$ cat config.mk
export PLATFORM = sky130hd
export DESIGN_NAME = dq_ctrl
export DESIGN_NICKNAME = d
export VERILOG_FILES = /design/src/dq_pkg.sv /design/src/dq_ctrl.sv
export SDC_FILE = /design/constraint.sdc
export NUM_CORES = 1
export LEC_CHECK = 0
export BUFFER_PORTS_ARGS = -buffer_cell sky130_fd_sc_hd__buf_2
export CAP_MARGIN = 25
export CORE_AREA = 8 8 45 47
export CTS_CLUSTER_DIAMETER = 50
export DETAILED_ROUTE_END_ITERATION = 10
export DIE_AREA = 0 0 53 55
export SYNTH_ARGS = -nofsm -noshare
export SYNTH_HDL_FRONTEND = slang
export SYNTH_SLANG_ARGS = --single-unit
$ cat constraint.sdc
create_clock -name clk -period 1 [get_ports clk]
set_input_delay 0 -clock clk [delete_from_list [all_inputs] [get_ports clk]]
set_output_delay 0 -clock clk [all_outputs]
set_load 0.005 [all_outputs]
$ cat src/dq_pkg.sv
// ----------------------------------------------------------------------------
// dq_pkg
// Shared types and codes for the double-ended queue: operation and status
// codes, controller states and the controller-to-datapath command group.
// ----------------------------------------------------------------------------
package dq_pkg;

  localparam int MODE_W   = 3;
  localparam int FIELD_W  = 32;
  localparam int POS_W    = 7;
  localparam int COUNT_OW = 8;
  localparam int STATUS_W = 2;

  localparam logic [MODE_W-1:0] MODE_PUSH_FRONT = 3'd0;
  localparam logic [MODE_W-1:0] MODE_PUSH_BACK  = 3'd1;
  localparam logic [MODE_W-1:0] MODE_POP_FRONT  = 3'd2;
  localparam logic [MODE_W-1:0] MODE_POP_BACK   = 3'd3;
  localparam logic [MODE_W-1:0] MODE_READ       = 3'd4;

  localparam logic [STATUS_W-1:0] STATUS_OK        = 2'd0;
  localparam logic [STATUS_W-1:0] STATUS_FULL      = 2'd1;
  localparam logic [STATUS_W-1:0] STATUS_EMPTY     = 2'd2;
  localparam logic [STATUS_W-1:0] STATUS_OUT_RANGE = 2'd3;

  typedef enum logic [2:0] {
    ST_IDLE,
    ST_EXEC,
    ST_ENDS,
    ST_POS,
    ST_DONE
  } dq_state_t;

  typedef struct packed {
    logic take;      // latch the incoming transaction
    logic exec;      // apply the operation to pointers and ring
    logic rd_ends;   // read front and back slots
    logic rd_pos;    // read the requested position
    logic load_out;  // move the finished result into the output register
  } dq_cmd_t;

endpackage

$ cat src/dq_ctrl.sv
// ----------------------------------------------------------------------------
// dq_ctrl
// Sequencer for one operation: accept, execute, read ends, read position,
// hand off to the output register. Owns both stream handshakes.
// ----------------------------------------------------------------------------
module dq_ctrl (
  input  logic           clk,
  input  logic           rst,
  input  logic           in_valid,
  output logic           in_ready,
  output logic           out_valid,
  input  logic           out_ready,
  output dq_pkg::dq_cmd_t cmd
);
  import dq_pkg::*;

  dq_state_t state;
  dq_state_t state_next;
  logic      out_free;

  assign out_free = !out_valid || out_ready;

  always_ff @(posedge clk) begin
    if (rst) begin
      state <= ST_IDLE;
    end else begin
      state <= state_next;
    end
  end

  always_comb begin
    state_next = state;
    unique case (state)
      ST_IDLE: begin
        if (in_valid) state_next = ST_EXEC;
      end
      ST_EXEC: state_next = ST_ENDS;
      ST_ENDS: state_next = ST_POS;
      ST_POS:  state_next = ST_DONE;
      ST_DONE: begin
        if (out_free) state_next = ST_IDLE;
      end
      default: state_next = ST_IDLE;
    endcase
  end

  always_comb begin
    cmd      = '0;
    in_ready = 1'b0;
    unique case (state)
      ST_IDLE: begin
        in_ready = 1'b1;
        cmd.take = in_valid;
      end
      ST_EXEC: cmd.exec = 1'b1;
      ST_ENDS: cmd.rd_ends = 1'b1;
      ST_POS:  cmd.rd_pos = 1'b1;
      ST_DONE: cmd.load_out = out_free;
      default: cmd = '0;
    endcase
  end

  // Hold the result until the sink takes it
  always_ff @(posedge clk) begin
    if (rst) begin
      out_valid <= 1'b0;
    end else if (cmd.load_out) begin
      out_valid <= 1'b1;
    end else if (out_ready) begin
      out_valid <= 1'b0;
    end
  end

endmodule

# Yosys cells after proc, flatten, opt, wreduce, memory -nomap -nowiden
# Index checks and enable logic that the tools add are counted.
[op_classes]
muxes = 11
n_eq_ne = 6
reduce_logical = 5
[ops]
columns = ["operator", "n"]
rows = [
  ["one-hot mux 3 bit (5 select lines)", 1],
  ["2-to-1 mux 1 bit", 8],
  ["equality test 3 x 2 -> 1 bit, second input constant", 2],
  ["2-to-1 mux 3 bit", 2],
  ["!= test 2 bit, second input constant", 2],
  ["equality test 3 x 1 -> 1 bit, second input constant", 1],
  ["equality test 3 bit, second input constant", 1],
  ["zero test 3 bit", 1],
  ["AND reduction 2 bit", 1],
  ["nonzero test 2 bit", 1],
  ["zero test 1 bit", 1],
  ["logical OR 1 bit", 1],
]
[totals]
in_bits = 4
out_inout_bits = 7
word_cells = 24
register_bits = 4

# Logic depth before layout (Yosys ltp)
[depth]
depth_word = 4
depth_mapped = 2
mapped_depth_nobuf = 2

# Worst setup path before layout
# Ideal clock, no wire load.
[synth_timing]
path_kind = "flip-flop to flip-flop"
start = "register state[1]"
end = "register state[2]"
n_path_buf = 0
arrival_time_ns = 0.966
setup_time_ns = 0.084
required_ns = 0.916
slack_ns = -0.050
stages_incl_launch_ff = 3
cell_sequence = "dfxtp_1 or4bb_1 o31ai_2"
[synth_via]
elab_chain_cells = 3
word_cells_on_any_way = 9
[synth_lines]
columns = ["item", "line_no", "rtl"]
rows = [
  ["start, declared", "dq_ctrl.sv:17", "dq_state_t state;"],
  ["start signal, assigned", "dq_ctrl.sv:27", "state <= state_next;"],
  ["equality test 3 bit or zero test 3 bit (tied branches)", "dq_ctrl.sv:33", "unique case (state)"],
  ["!= test 2 bit (no line)", "-", ""],
  ["AND reduction 2 bit (no line)", "-", ""],
]
# Several ways; a longest one is shown, not always the timed one.
# A chain may end at the register's enable or synchronous reset.

==> flow_metrics.py <==
metrics = {
    "cells_and_area": {
        "stdcell_count": 56,
        "multi_input_area_um2": 145,
        "drive_above_1_share": 0.675,
        "nets": 45,
        "final_util": 0.284,
        "final_area_um2": 393,
        "diodes": 0,
        "area_growth_pct": 97.5,
        "fill_cells": 156,
        "seq_area_um2": 86.3,
    },
    "synth": {
        "yosysSeqAreaShare": 0.403,
        "syn-mean-instance-area_um2": 9.95,
        "netlist.top_cell.by_area": "dfxtp_1",
        "syn_inst": 20,
        "dominantRegCellSynth": "dfxtp_1",
        "synth.most_common_cell": "dfxtp_1",
        "yosys-top-cells-area": "dfxtp_1 (40%), nor3b_1 (7.5%), o31ai_2 (6.3%)",
        "yosysUniqueCellTypes": 15,
        "synth_seq_cells": 4,
        "synth_fp_nets": 24,
        "async_reset_ff_frac": 0,
        "syn-cell-area_um2": 199,
        "synth_top_area_frac": 0.403,
        "yosysWarnings": 0,
        "synth_edf_count": 0,
        "synth_common_cells": "dfxtp_1 (4), nor3_1 (2), nor3b_1 (2)",
    },
    "timing": {
        "worst_pin_slew_ns": 0.199,
        "worst_slack_ns": -0.169,
        "timing.hold.ws_ns": 0.0283,
        "post-route-min-period_ns": 1.17,
        "skew_ns": 0.00425,
        "finalSetupViolCount": 5,
        "finalHoldViolCount": 0,
        "maxSlewViolCount": 0,
        "post-route-period-util": 1.17,
        "fin_tns_setup_ns": -0.466,
        "grt_setup_unrepaired": "yes",
        "max_freq_mhz": 856,
        "slew_headroom": 0.866,
    },
    "cts": {
        "root_buffer": "clkbuf_4",
        "clock_sinks": 4,
        "cts_buffers": 3,
        "clock_latency_ns": 0.24,
        "cts_tree": "yes",
        "clockBufferDepth": 2,
        "clk_pin_slew_ns": 0.04,
        "htree_levels": 1,
    },
    "worst_setup_path": {
        "endpoint_kind": "output pin",
        "crit_path_top_delay_cell": "or3b_4",
        "critical_path.max_fanout": 3,
        "critPathLaunchType": "flop",
        "cp_cell_sequence": "or3b_4, nor2b_1, buf_2",
        "arrival_ns": 1.17,
        "cp_num_buf_inv": 1,
        "path_delay_family": "simple AND/OR/NAND/NOR gates",
        "critPathMaxStageDelay_ns": 0.38,
        "worstSetupPathType": "flop to output pin",
        "required_ns": 1.00,
    },
    "route": {
        "via_per_inst": 3.95,
        "ant_nets": 0,
        "drt_iter0_drc": 2,
        "finalWirelength_um": 571,
        "drc": 0,
        "firstDrtPassIters": 3,
        "vias": 221,
        "drt-wirelength-per-cell_um": 10.2,
    },
    "die": {
        "floorplan.initialDensity": 0.144,
        "dieWidth_um": 53,
        "dieArea_um2": 2920,
        "coreArea_um2": 1380,
        "pin_count": 11,
        "rows": 14,
        "die_h_um": 55,
    },
    "hold_path": {
        "min_path_type": "input pin to flop",
    },
    "grt": {
        "grt_pass1_vias": 251,
        "globalRouteTotalUtil": 0.0524,
        "grt_use_met1": 0.0410,
        "grt_busiest_layer": "met2",
        "grt_max_degree": 7,
        "grt-ovfl-total": 0,
        "globalRouteMet2Util": 0.0820,
        "met3_usage": 0.0321,
        "grt_pass1_wl_um": 1030,
        "antenna_found_initial": 0,
    },
    "placement": {
        "placedCellCount": 48,
        "place_ws_ns": 0.0178,
        "place_area_um2": 290,
        "gp_congestion": 0.709,
        "io_buffers": 10,
        "hpwl_um": 407,
    },
    "job": {
        "maxCapViolations": 0,
    },
    "run_status": {
        "outcome": "finished, violations left",
        "violations": "setup timing",
    },
    "power_and_ir_drop": {
        "p_per_area_nw_per_um2": 1380,
        "leakage_nw": 0.177,
        "irDropWorstVdd_mv": 0.490,
        "total_power_mw": 0.543,
    },
}
## sequential cells by signal, indices dropped and copies added (netlist names)
signal	cells
state	3
out_valid	1
## layer usage
layer  wire length, um  share of wire  vias up
met5                 0              0        -
met1               217           0.38      102
li1                  -              -      112
met4                 8          0.014        0
met3                23          0.040        2
met2               321           0.56        5
## placed cells by master (no fill, tap or decap)
cell type,netlist,final
buf_2,0,10
clkbuf_4,0,3
buf_4,1,3
nor3b_2,0,2
dlygate4sd3_1,0,2
buf_6,0,2
dfxtp_2,0,2
or3b_4,1,1
nand2b_1,1,1
nor2b_1,1,1
and3b_1,1,1
nor3_4,0,1
and2_1,1,1
xnor2_1,1,1
nor3_1,2,1
or4bb_1,1,1
o31ai_4,0,1
a21oi_2,0,1
nor2_1,1,1
nor4_1,1,1
clkbuf_1,0,1
dfxtp_1,4,1
dfxtp_4,0,1
## worst paths after layout
check | start | end | slack [ns] | depth (start not counted)
worst max register to register | state[2] | state[2] | -0.10 | 3
worst min-delay path | in_valid | state[0] | 0.03 | 3
worst max-delay path | state[2] | cmd[0] | -0.17 | 3
worst min register to register | state[2] | state[1] | 0.55 | 2
## worst register-to-register path: cells and delay by family, from the launching register on
| family | cells | cell delay (ns) |
|---|---|---|
| and+or+nand+nor | 1 | 0.38 |
| buffers and inverters | 1 | 0.16 |
| AOI/OAI and AO/OA | 1 | 0.14 |
| DFF | 1 | 0.33 |
## power breakdown
group / switching, mW / leakage, nW / internal, mW
clock: 0.0745 / 0.0150 / 0.150
sequential: 0.00772 / 0.0342 / 0.173
combinational: 0.0566 / 0.128 / 0.0806
## logic make-up after synthesis
group	Yosys count	synth area share
AND/OR/NAND/NOR	12	0.428
XOR/XNOR	1	0.0440
buffers and inverters	1	0.0377
AO/OA/AOI/OAI	2	0.0880
flip-flops	4	0.403
## what timing repair did
item                                   CTS  global route
setup buffers                            2             0
endpoints found under the hold margin    3             0
resized for setup                        6             2
hold buffers                             2             0
pin swaps                                3             0
setup endpoints to repair                6             8
## layout make-up
type	instances	share of cell area
multi-input combinational	15	0.369
tap	16	0.0510
timing repair buffer	17	0.293
sequential	4	0.220
clock buffer	4	0.0669
Note: power is estimated with default switching activity, not from simulation.
